**config.mk**
```make
export PLATFORM = sky130hd
export DESIGN_NAME = lattice_neighbor_address_generator_top
export DESIGN_NICKNAME = d
export VERILOG_FILES = /design/src/rtl/core/lnag_pkg.sv /design/src/rtl/core/lnag_front.sv /design/src/rtl/core/lnag_fifo.sv /design/src/rtl/core/lnag_back.sv /design/src/rtl/core/lattice_neighbor_address_generator_top.sv
export SDC_FILE = /design/constraint.sdc
export NUM_CORES = 2
export LEC_CHECK = 0
export BUFFER_PORTS_ARGS = -buffer_cell sky130_fd_sc_hd__buf_4
export CAP_MARGIN = 20
export CORE_AREA = 3 3 319 227
export DETAILED_ROUTE_END_ITERATION = 16
export DIE_AREA = 0 0 322 230
export GPL_TIMING_DRIVEN = 1
export PLACE_DENSITY = 0.67
export SLEW_MARGIN = 30
export SYNTH_ARGS = -nofsm -noshare
export SYNTH_HDL_FRONTEND = slang
export SYNTH_SLANG_ARGS = --single-unit
export TNS_END_PERCENT = 30
```
**constraint.sdc**
```tcl
create_clock -name clk_i -period 17.9 [get_ports clk_i]
set_clock_uncertainty 0.15 [all_clocks]
set_input_delay 0.895 -clock clk_i [delete_from_list [all_inputs] [get_ports clk_i]]
set_output_delay 0.895 -clock clk_i [all_outputs]
set_load 0.05 [all_outputs]
```
**src/rtl/core/lnag_pkg.sv**
```systemverilog
// Shared types, widths and codes of the lattice neighbor address generator.
// Depends on nothing; every module of the block imports it.
`default_nettype none

package lnag_pkg;

  localparam int NUM_DIRS  = 4;
  localparam int DIR_W     = 2;
  localparam int COORD_W   = 4;
  localparam int EXT_W     = 5;
  localparam int MAX_EXTENT = 16;
  localparam int MASK_W    = NUM_DIRS;
  localparam int SITE_W    = 16;
  localparam int IDX_W     = 17;
  localparam int SLOT_W    = 12;
  localparam int STRIDE_W  = 13;
  localparam int DELTA_W   = 6;
  localparam int PROD_W    = DELTA_W + STRIDE_W + 1;
  localparam int CNT_DEPTH = 16;
  localparam int CNT_IDX_W = 4;
  localparam int QDEPTH    = 2;
  localparam int QPTR_W    = 1;
  localparam int QCNT_W    = QPTR_W + 1;
  localparam int APB_AW    = 5;
  localparam int APB_DW    = 32;

  localparam logic [EXT_W-1:0] EXT_RESET = EXT_W'(4);

  typedef enum logic [2:0] {
    REG_EXTENT_X   = 3'd0,
    REG_EXTENT_Y   = 3'd1,
    REG_EXTENT_Z   = 3'd2,
    REG_EXTENT_T   = 3'd3,
    REG_LOCAL_COMM = 3'd4
  } reg_idx_e;

  typedef enum logic [1:0] {
    BUF_FWD_FIELD = 2'd0,
    BUF_BWD_FIELD = 2'd1,
    BUF_FWD_SEND  = 2'd2,
    BUF_BWD_SEND  = 2'd3
  } buf_e;

  typedef struct packed {
    logic [NUM_DIRS-1:0][EXT_W-1:0] extent;
    logic [MASK_W-1:0]              local_mask;
  } cfg_t;

  // Per-direction classification: target buffer and coordinate step.
  typedef struct packed {
    buf_e               tbuf;
    logic [DELTA_W-1:0] delta;
  } dir_info_t;

  typedef struct packed {
    logic                              parity;
    logic                              sense;
    logic [SITE_W-1:0]                 tab_site;
    logic [NUM_DIRS-1:0][STRIDE_W-1:0] stride;
    dir_info_t [NUM_DIRS-1:0]          dirs;
  } site_entry_t;

  typedef struct packed {
    logic [DIR_W-1:0]  direction;
    logic              site_parity;
    logic              table_sense;
    logic [IDX_W-1:0]  table_index;
    buf_e              target_buffer;
    logic [IDX_W-1:0]  element_offset;
    logic              face_write;
    logic              face_sense;
    logic [SLOT_W-1:0] face_slot;
    logic              last;
  } result_t;

endpackage

`default_nettype wire

```
**src/rtl/core/lnag_front.sv**
```systemverilog
// Front end: accepts a site, builds its lexicographic index and the axis
// strides, and classifies all four neighbors.
// Depends on lnag_pkg.
`default_nettype none

module lnag_front (
  input  logic                                            clk_i,
  input  logic                                            rst_ni,
  input  lnag_pkg::cfg_t                                  cfg_i,
  input  logic                                            push_i,
  input  logic [lnag_pkg::NUM_DIRS-1:0][lnag_pkg::COORD_W-1:0] coord_i,
  input  logic                                            sense_i,
  output logic                                            full_o,
  output logic                                            q_wr_o,
  output lnag_pkg::site_entry_t                           q_wdata_o,
  input  logic                                            q_full_i
);
  import lnag_pkg::*;

  typedef enum logic [1:0] {
    ST_IDLE,
    ST_MUL_Z,
    ST_MUL_Y,
    ST_PUSH
  } state_e;

  state_e                             state_q;
  logic [NUM_DIRS-1:0][COORD_W-1:0]   coord_q;
  logic                               sense_q;
  logic [SITE_W-1:0]                  site_q;
  logic [STRIDE_W-1:0]                st2_q;
  logic [STRIDE_W-1:0]                st3_q;

  logic [SITE_W-1:0]                  site_fin;
  dir_info_t [NUM_DIRS-1:0]           dirs;

  assign full_o = (state_q != ST_IDLE);
  assign q_wr_o = (state_q == ST_PUSH) && !q_full_i;

  // Horner steps over t, z, y; the x step feeds the queue write directly.
  always_ff @(posedge clk_i or negedge rst_ni) begin
    if (!rst_ni) begin
      state_q <= ST_IDLE;
      coord_q <= '0;
      sense_q <= 1'b0;
      site_q  <= '0;
      st2_q   <= '0;
      st3_q   <= '0;
    end else begin
      case (state_q)
        ST_IDLE: begin
          if (push_i) begin
            coord_q <= coord_i;
            sense_q <= sense_i;
            site_q  <= SITE_W'(coord_i[3]);
            state_q <= ST_MUL_Z;
          end
        end
        ST_MUL_Z: begin
          site_q  <= SITE_W'(coord_q[2]) + SITE_W'(cfg_i.extent[2]) * site_q;
          st2_q   <= STRIDE_W'(cfg_i.extent[0]) * STRIDE_W'(cfg_i.extent[1]);
          state_q <= ST_MUL_Y;
        end
        ST_MUL_Y: begin
          site_q  <= SITE_W'(coord_q[1]) + SITE_W'(cfg_i.extent[1]) * site_q;
          st3_q   <= st2_q * STRIDE_W'(cfg_i.extent[2]);
          state_q <= ST_PUSH;
        end
        ST_PUSH: begin
          if (!q_full_i) begin
            state_q <= ST_IDLE;
          end
        end
        default: state_q <= ST_IDLE;
      endcase
    end
  end

  assign site_fin = SITE_W'(coord_q[0]) + SITE_W'(cfg_i.extent[0]) * site_q;

  always_comb begin
    logic [COORD_W-1:0] c;
    logic [EXT_W-1:0]   e;
    logic [EXT_W-1:0]   sc;
    logic               at_minus;
    logic               at_plus;
    for (int mu = 0; mu < NUM_DIRS; mu++) begin
      c        = coord_q[mu];
      e        = cfg_i.extent[mu];
      at_minus = sense_q && (c == '0);
      sc       = sense_q ? EXT_W'(c) - 1'b1 : EXT_W'(c) + 1'b1;
      at_plus  = !at_minus && (sc >= e);
      dirs[mu].tbuf  = sense_q ? BUF_BWD_FIELD : BUF_FWD_FIELD;
      dirs[mu].delta = sense_q ? '1 : DELTA_W'(1);
      if (at_minus || at_plus) begin
        if (cfg_i.local_mask[mu]) begin
          if (at_minus) begin
            // wrap to the far face; an empty axis wraps to zero
            dirs[mu].tbuf  = BUF_BWD_FIELD;
            dirs[mu].delta = (e == '0) ? '0 : DELTA_W'(e) - 1'b1;
          end else begin
            dirs[mu].tbuf  = BUF_FWD_FIELD;
            dirs[mu].delta = DELTA_W'(0) - DELTA_W'(c);
          end
        end else begin
          dirs[mu].tbuf  = at_minus ? BUF_BWD_SEND : BUF_FWD_SEND;
          dirs[mu].delta = '0;
        end
      end
    end
  end

  always_comb begin
    q_wdata_o.parity    = ^{coord_q[0][0], coord_q[1][0], coord_q[2][0], coord_q[3][0]};
    q_wdata_o.sense     = sense_q;
    q_wdata_o.tab_site  = site_fin;
    q_wdata_o.stride[0] = STRIDE_W'(1);
    q_wdata_o.stride[1] = STRIDE_W'(cfg_i.extent[0]);
    q_wdata_o.stride[2] = st2_q;
    q_wdata_o.stride[3] = st3_q;
    q_wdata_o.dirs      = dirs;
  end

endmodule

`default_nettype wire

```
**src/rtl/core/lnag_fifo.sv**
```systemverilog
// Short queue of classified sites between the front and back ends.
// Depends on lnag_pkg.
`default_nettype none

module lnag_fifo (
  input  logic                  clk_i,
  input  logic                  rst_ni,
  input  logic                  wr_i,
  input  lnag_pkg::site_entry_t wdata_i,
  output logic                  full_o,
  input  logic                  rd_i,
  output lnag_pkg::site_entry_t rdata_o,
  output logic                  empty_o
);
  import lnag_pkg::*;

  site_entry_t         mem_q [QDEPTH];
  logic [QPTR_W-1:0]   wptr_q;
  logic [QPTR_W-1:0]   rptr_q;
  logic [QCNT_W-1:0]   count_q;
  logic                do_wr;
  logic                do_rd;

  assign full_o  = (count_q == QCNT_W'(QDEPTH));
  assign empty_o = (count_q == '0);
  assign do_wr   = wr_i && !full_o;
  assign do_rd   = rd_i && !empty_o;
  assign rdata_o = mem_q[rptr_q];

  always_ff @(posedge clk_i) begin
    if (do_wr) begin
      mem_q[wptr_q] <= wdata_i;
    end
  end

  always_ff @(posedge clk_i or negedge rst_ni) begin
    if (!rst_ni) begin
      wptr_q  <= '0;
      rptr_q  <= '0;
      count_q <= '0;
    end else begin
      if (do_wr) begin
        wptr_q <= (wptr_q == QPTR_W'(QDEPTH - 1)) ? '0 : wptr_q + 1'b1;
      end
      if (do_rd) begin
        rptr_q <= (rptr_q == QPTR_W'(QDEPTH - 1)) ? '0 : rptr_q + 1'b1;
      end
      case ({do_wr, do_rd})
        2'b10:   count_q <= count_q + 1'b1;
        2'b01:   count_q <= count_q - 1'b1;
        default: count_q <= count_q;
      endcase
    end
  end

endmodule

`default_nettype wire

```
**src/rtl/core/lnag_back.sv**
```systemverilog
// Back end: walks the four directions of the head site, forms neighbor
// offsets, takes send slots from the counter file and holds the result.
// Depends on lnag_pkg.
`default_nettype none

module lnag_back (
  input  logic                  clk_i,
  input  logic                  rst_ni,
  input  logic                  q_empty_i,
  input  lnag_pkg::site_entry_t q_rdata_i,
  output logic                  q_rd_o,
  output logic                  empty_o,
  input  logic                  pop_i,
  output lnag_pkg::result_t     res_o
);
  import lnag_pkg::*;

  logic [DIR_W-1:0]         dir_q;
  logic                     out_valid_q;
  result_t                  res_q;
  result_t                  res_d;
  logic [SLOT_W-1:0]        cnt_q [CNT_DEPTH];

  logic                     advance;
  dir_info_t                dinfo;
  logic signed [PROD_W-1:0] prod;
  logic [SITE_W-1:0]        nsite;
  logic                     send;
  logic [CNT_IDX_W-1:0]     cnt_idx;
  logic [SLOT_W-1:0]        slot;

  assign empty_o = !out_valid_q;
  assign res_o   = res_q;
  assign advance = !q_empty_i && (!out_valid_q || pop_i);
  assign q_rd_o  = advance && (dir_q == DIR_W'(NUM_DIRS - 1));

  assign dinfo   = q_rdata_i.dirs[dir_q];
  assign prod    = $signed(dinfo.delta) * $signed({1'b0, q_rdata_i.stride[dir_q]});
  // the true neighbor index fits the site width, so modular sums are exact
  assign nsite   = q_rdata_i.tab_site + prod[SITE_W-1:0];
  assign send    = dinfo.tbuf[1];
  assign cnt_idx = {q_rdata_i.parity, dinfo.tbuf[0], dir_q};
  assign slot    = cnt_q[cnt_idx];

  always_comb begin
    res_d.direction      = dir_q;
    res_d.site_parity    = q_rdata_i.parity;
    res_d.table_sense    = q_rdata_i.sense;
    res_d.table_index    = {q_rdata_i.tab_site[SITE_W-1:1], dir_q};
    res_d.target_buffer  = dinfo.tbuf;
    res_d.element_offset = send ? IDX_W'(slot) : {nsite[SITE_W-1:1], dir_q};
    res_d.face_write     = send;
    res_d.face_sense     = send && !q_rdata_i.sense;
    res_d.face_slot      = send ? slot : '0;
    res_d.last           = (dir_q == DIR_W'(NUM_DIRS - 1));
  end

  always_ff @(posedge clk_i) begin
    if (advance) begin
      res_q <= res_d;
    end
  end

  always_ff @(posedge clk_i or negedge rst_ni) begin
    if (!rst_ni) begin
      dir_q       <= '0;
      out_valid_q <= 1'b0;
      for (int i = 0; i < CNT_DEPTH; i++) begin
        cnt_q[i] <= '0;
      end
    end else begin
      if (advance) begin
        out_valid_q <= 1'b1;
        dir_q       <= dir_q + 1'b1;
        if (send) begin
          cnt_q[cnt_idx] <= slot + 1'b1;
        end
      end else if (pop_i) begin
        out_valid_q <= 1'b0;
      end
    end
  end

endmodule

`default_nettype wire

```
**src/rtl/core/lattice_neighbor_address_generator_top.sv**
```systemverilog
// Lattice neighbor address generator: one site in, four direction results out.
// Flow: a site passes the front-end states ST_MUL_Z, ST_MUL_Y and ST_PUSH, the
// queue and the result register; results follow one per cycle while pop keeps up.
// The front end holds full and takes no new site until the last one is in the queue.
// Reset: extents return to 4, local comms mask to 0, all send counters to 0.
// Depends on lnag_pkg, lnag_front, lnag_fifo and lnag_back.
`default_nettype none

module lattice_neighbor_address_generator_top (
  input  logic                            clk_i,
  input  logic                            rst_ni,
  // configuration port
  input  logic                            psel,
  input  logic                            penable,
  input  logic                            pwrite,
  input  logic [lnag_pkg::APB_AW-1:0]     paddr,
  input  logic [lnag_pkg::APB_DW-1:0]     pwdata,
  output logic [lnag_pkg::APB_DW-1:0]     prdata,
  output logic                            pready,
  // site requests
  input  logic                            push,
  output logic                            full,
  input  logic [lnag_pkg::COORD_W-1:0]    coord_x_i,
  input  logic [lnag_pkg::COORD_W-1:0]    coord_y_i,
  input  logic [lnag_pkg::COORD_W-1:0]    coord_z_i,
  input  logic [lnag_pkg::COORD_W-1:0]    coord_t_i,
  input  logic                            shift_sense_i,
  // results
  output logic                            empty,
  input  logic                            pop,
  output logic [lnag_pkg::DIR_W-1:0]      direction_o,
  output logic                            site_parity_o,
  output logic                            table_sense_o,
  output logic [lnag_pkg::IDX_W-1:0]      table_index_o,
  output logic [1:0]                      target_buffer_o,
  output logic [lnag_pkg::IDX_W-1:0]      element_offset_o,
  output logic                            face_write_o,
  output logic                            face_sense_o,
  output logic [lnag_pkg::SLOT_W-1:0]     face_slot_o,
  output logic                            last_o
);
  import lnag_pkg::*;

  cfg_t                             cfg_q;
  logic                             cfg_wr;
  reg_idx_e                         reg_idx;
  logic [EXT_W-1:0]                 ext_wr;
  logic [NUM_DIRS-1:0][COORD_W-1:0] coord;
  logic                             q_wr;
  logic                             q_full;
  logic                             q_rd;
  logic                             q_empty;
  site_entry_t                      q_wdata;
  site_entry_t                      q_rdata;
  result_t                          res;

  assign pready  = 1'b1;
  assign cfg_wr  = psel && penable && pwrite && pready;
  assign reg_idx = reg_idx_e'(paddr[APB_AW-1:2]);
  // clamp extents to the largest supported lattice
  assign ext_wr  = (pwdata[EXT_W-1:0] > EXT_W'(MAX_EXTENT)) ? EXT_W'(MAX_EXTENT)
                                                            : pwdata[EXT_W-1:0];

  always_ff @(posedge clk_i or negedge rst_ni) begin
    if (!rst_ni) begin
      cfg_q.extent     <= {NUM_DIRS{EXT_RESET}};
      cfg_q.local_mask <= '0;
    end else if (cfg_wr) begin
      case (reg_idx)
        REG_EXTENT_X:   cfg_q.extent[0]  <= ext_wr;
        REG_EXTENT_Y:   cfg_q.extent[1]  <= ext_wr;
        REG_EXTENT_Z:   cfg_q.extent[2]  <= ext_wr;
        REG_EXTENT_T:   cfg_q.extent[3]  <= ext_wr;
        REG_LOCAL_COMM: cfg_q.local_mask <= pwdata[MASK_W-1:0];
        default:        cfg_q            <= cfg_q;
      endcase
    end
  end

  always_comb begin
    case (reg_idx)
      REG_EXTENT_X:   prdata = APB_DW'(cfg_q.extent[0]);
      REG_EXTENT_Y:   prdata = APB_DW'(cfg_q.extent[1]);
      REG_EXTENT_Z:   prdata = APB_DW'(cfg_q.extent[2]);
      REG_EXTENT_T:   prdata = APB_DW'(cfg_q.extent[3]);
      REG_LOCAL_COMM: prdata = APB_DW'(cfg_q.local_mask);
      default:        prdata = '0;
    endcase
  end

  assign coord = {coord_t_i, coord_z_i, coord_y_i, coord_x_i};

  lnag_front u_front (
    .clk_i     (clk_i),
    .rst_ni    (rst_ni),
    .cfg_i     (cfg_q),
    .push_i    (push),
    .coord_i   (coord),
    .sense_i   (shift_sense_i),
    .full_o    (full),
    .q_wr_o    (q_wr),
    .q_wdata_o (q_wdata),
    .q_full_i  (q_full)
  );

  lnag_fifo u_fifo (
    .clk_i   (clk_i),
    .rst_ni  (rst_ni),
    .wr_i    (q_wr),
    .wdata_i (q_wdata),
    .full_o  (q_full),
    .rd_i    (q_rd),
    .rdata_o (q_rdata),
    .empty_o (q_empty)
  );

  lnag_back u_back (
    .clk_i     (clk_i),
    .rst_ni    (rst_ni),
    .q_empty_i (q_empty),
    .q_rdata_i (q_rdata),
    .q_rd_o    (q_rd),
    .empty_o   (empty),
    .pop_i     (pop),
    .res_o     (res)
  );

  assign direction_o      = res.direction;
  assign site_parity_o    = res.site_parity;
  assign table_sense_o    = res.table_sense;
  assign table_index_o    = res.table_index;
  assign target_buffer_o  = res.target_buffer;
  assign element_offset_o = res.element_offset;
  assign face_write_o     = res.face_write;
  assign face_sense_o     = res.face_sense;
  assign face_slot_o      = res.face_slot;
  assign last_o           = res.last;

endmodule

`default_nettype wire
```
==> flow_summary.yaml <==
critical_path:
  crit_type: "flip-flop to flip-flop"
  crit_slowest_cell: "dfrtp_2"
  crit_family: "adder cells"
  cp_max_fo: 45
  path_buf_inv: 4
  path_cells: "inv_1 -> nand2_1 -> o22ai_1 -> nand2_1 -> fa_1 -> fa_1 -> inv_1 -> fa_1 -> inv_1 -> fa_1 -> inv_1 -> ha_1 -> o21a_1 -> a2111oi_0 -> nor3b_1 -> o41ai_1 -> o21ai_0 -> xnor2_1 -> nor2_1"
  crit_path_end_kind: "flip-flop"
  max_stage_delay_ns: 0.75
  crit_required_ns: 18.07
  crit_arrival_ns: 7.84
  critPathLaunchType: "flip-flop"
clocking:
  cts_hold_buf: 0
  numCtsBuffers: 49
  clk_pin_slew_worst_paths_ns: 0.07
  root_buffer: "clkbuf_16"
  ctsResizeCount: 0
  cts_setup_buffers: 0
  clockBufferDepth: 3
  cts_tree: "built"
  clkSinkCount: 489
  cts.htree.levels: 2
  worst_skew_pair.late_latency_ns: 0.59
logic_synthesis:
  avgSynthCellArea_sq_um: 10.9
  synth.distinct_cells: 76
  ys.flop_type: "dfrtp_1"
  syn_area_sq_um: 33300
  ys_seq_area_share_pct: 39.9
  synth_edf_count: 208
  yosysWarnings: 0
  ys_ff_latch: 489
  async_flop_share_pct: 57.5
  syn_inst: 3059
routing:
  ant_nets: 0
  wirelength_mm: 84.1
  firstDrtPassIters: 5
  vias: 22900
  wl_per_cell_microns: 20.7
  drc: 0
  avgViaCountPerCell: 5.64
  drtIter0Drc: 1974
placed_design:
  portBuffers: 93
  place_congestion: 0.915
  place_area_sq_um: 34700
  dpl.hpwl_mm: 61.8
sta:
  fmax_mhz: 130
  slew_headroom_pct: 34.9
  worst_pin_slew_ns: 0.972
  fin_setup_tns_ns: 0
  fin_crit_ns: 7.67
  setup_viol: 0
  finalHoldViolations: 0
  rsz0062_at_grt: "no"
  fin_crit_sh_pct: 42.9
  slew_viol_final: 0
floorplanning:
  die_area_sq_um: 74100
  io_pins: 151
  die_h_microns: 230
  die_w_microns: 322
  initial_core_util_pct: 47.9
  core_area_sq_um: 69500
  fp-row-count: 81
cells_and_area:
  layout-drive-gt1-share_pct: 13.6
  fillers: 6016
  syn_to_final_growth_pct: 9.30
  final_area_sq_um: 36400
  final_nets: 3579
  final_util_pct: 52.3
global_routing:
  grt_max_degree: 176
  grt_remaining_overflow: 0
  antenna_found_initial: 3
  grt_use_total_pct: 23.2
  grt_pass1_wl_mm: 134
  grt_pass1_vias: 23500
min_path:
  hold_path.class: "primary input to asynchronous set/reset pin"
outcome:
  status: "finished clean"
flow_run:
  max-cap-violations: 0
final cells by class:
class | instances | area [sq um] | area share (%)
multi-input combinational | 2118 | 18200 | 49.9
sequential | 489 | 13300 | 36.6
clock buffer | 61 | 1330 | 3.67
inverter | 310 | 1170 | 3.21
tap | 913 | 1140 | 3.14
timing repair buffer | 133 | 1040 | 2.86
clock inverter | 31 | 231 | 0.636
antenna | 1 | 2.50 | 0.00688
Yosys cell counts (84+ instances only):
master / count / area share [%]
nand2_1: 233 / 2.6
mux2_2: 86 / 2.9
edfxtp_1: 208 / 19
fa_1: 206 / 12
ha_1: 211 / 7.9
xnor2_1: 100 / 2.6
dfrtp_1: 277 / 21
nor2_1: 323 / 3.6
a21oi_1: 242 / 3.6
inv_1: 306 / 3.5
and2_1: 165 / 3.1
clkbuf_1: 84 / 0.95
state kept, by name, indices dropped and copies added, names as in the netlist, 10 cells and up:
signal,flops
u_fifo.mem_q,156
u_front.st3_q,13
u_back.res_o,52
u_front.st2_q,10
u_back.cnt_q,192
u_front.coord_q,16
cfg_q,24
u_front.site_q,16
path summary, 6_finish.rpt:
kind	startpoint	end	slack, ns	cells after the start
max in group asynchronous	rst_ni	cfg_q[21]$_DFFE_PN1P_	15.84	3
min in group clk_i	u_front.st3_q[9]$_DFFE_PN0P_	u_fifo.mem_q[0][56]$_DFFE_PP_	0.32	0
min reg2reg	u_front.st3_q[9]$_DFFE_PN0P_	u_fifo.mem_q[0][56]$_DFFE_PP_	0.32	0
max reg2reg	u_back.dir_q[1]$_DFFE_PN0P_	u_back.res_o[31]$_SDFFCE_PP0P_	10.23	19
max	u_back.dir_q[1]$_DFFE_PN0P_	u_back.res_o[31]$_SDFFCE_PP0P_	10.23	19
min	rst_ni	u_back.cnt_q[127]$_DFFE_PN0P_	0.20	1
stage by stage:
stage	hold slack [ns]	worst slack (ns)	instances
2_1_floorplan	0.288	11.02	3085
3_3_place_gp	0.297	10.25	3962
3_5_place_dp	0.303	10.23	3962
4_1_cts	0.223	10.20	4054
5_1_grt	0.239	9.73	4056
6_report	0.197	10.23	4056
metal layers:
layer  vias up  GRT usage (%)  wire, microns
li1      10300              -              -
met1     11600           35.9          39800
met2       817           34.2          36100
met3        91           4.10           6790
met4         4           4.50           1330
met5         -              0             27
cells by family after synthesis:
| family | after synthesis | share of synthesized area (%) |
|---|---|---|
| other | 2 | 0.0226 |
| xor gates and xnor gates | 136 | 3.69 |
| adders and majority gates | 417 | 20.3 |
| AOI/OAI and AO/OA | 474 | 8.49 |
| DFF | 489 | 39.9 |
| muxes | 206 | 9.49 |
| buffers and inverters | 478 | 6.21 |
| and+or+nand+nor | 857 | 11.8 |
cell usage in the layout (no fill, tap or decap), drive strengths merged, types with 39 or more instances in the layout:
cell type    n
ha         211
fa         206
edfxtp     208
nor2       323
nor3        39
mux4        75
a21o        41
buf        133
o21ai       81
xnor2      102
mux2        86
and2       165
dfrtp      277
inv        315
mux2i       45
nand2      233
clkbuf      61
a21oi      252
worst reg2reg max path, cell delays in order (launching register included):
cell	delay, ns
dfrtp_2	0.75
inv_1	0.73
nand2_1	0.38
o22ai_1	0.61
nand2_1	0.18
fa_1	0.54
fa_1	0.54
inv_1	0.05
fa_1	0.53
inv_1	0.05
fa_1	0.53
inv_1	0.04
ha_1	0.33
o21a_1	0.22
a2111oi_0	0.69
nor3b_1	0.17
o41ai_1	0.52
o21ai_0	0.18
xnor2_1	0.16
nor2_1	0.05
Power is left out: the tool's default activity adds up to more than one toggle a clock period on the data nets, which glitch-free logic cannot reach.
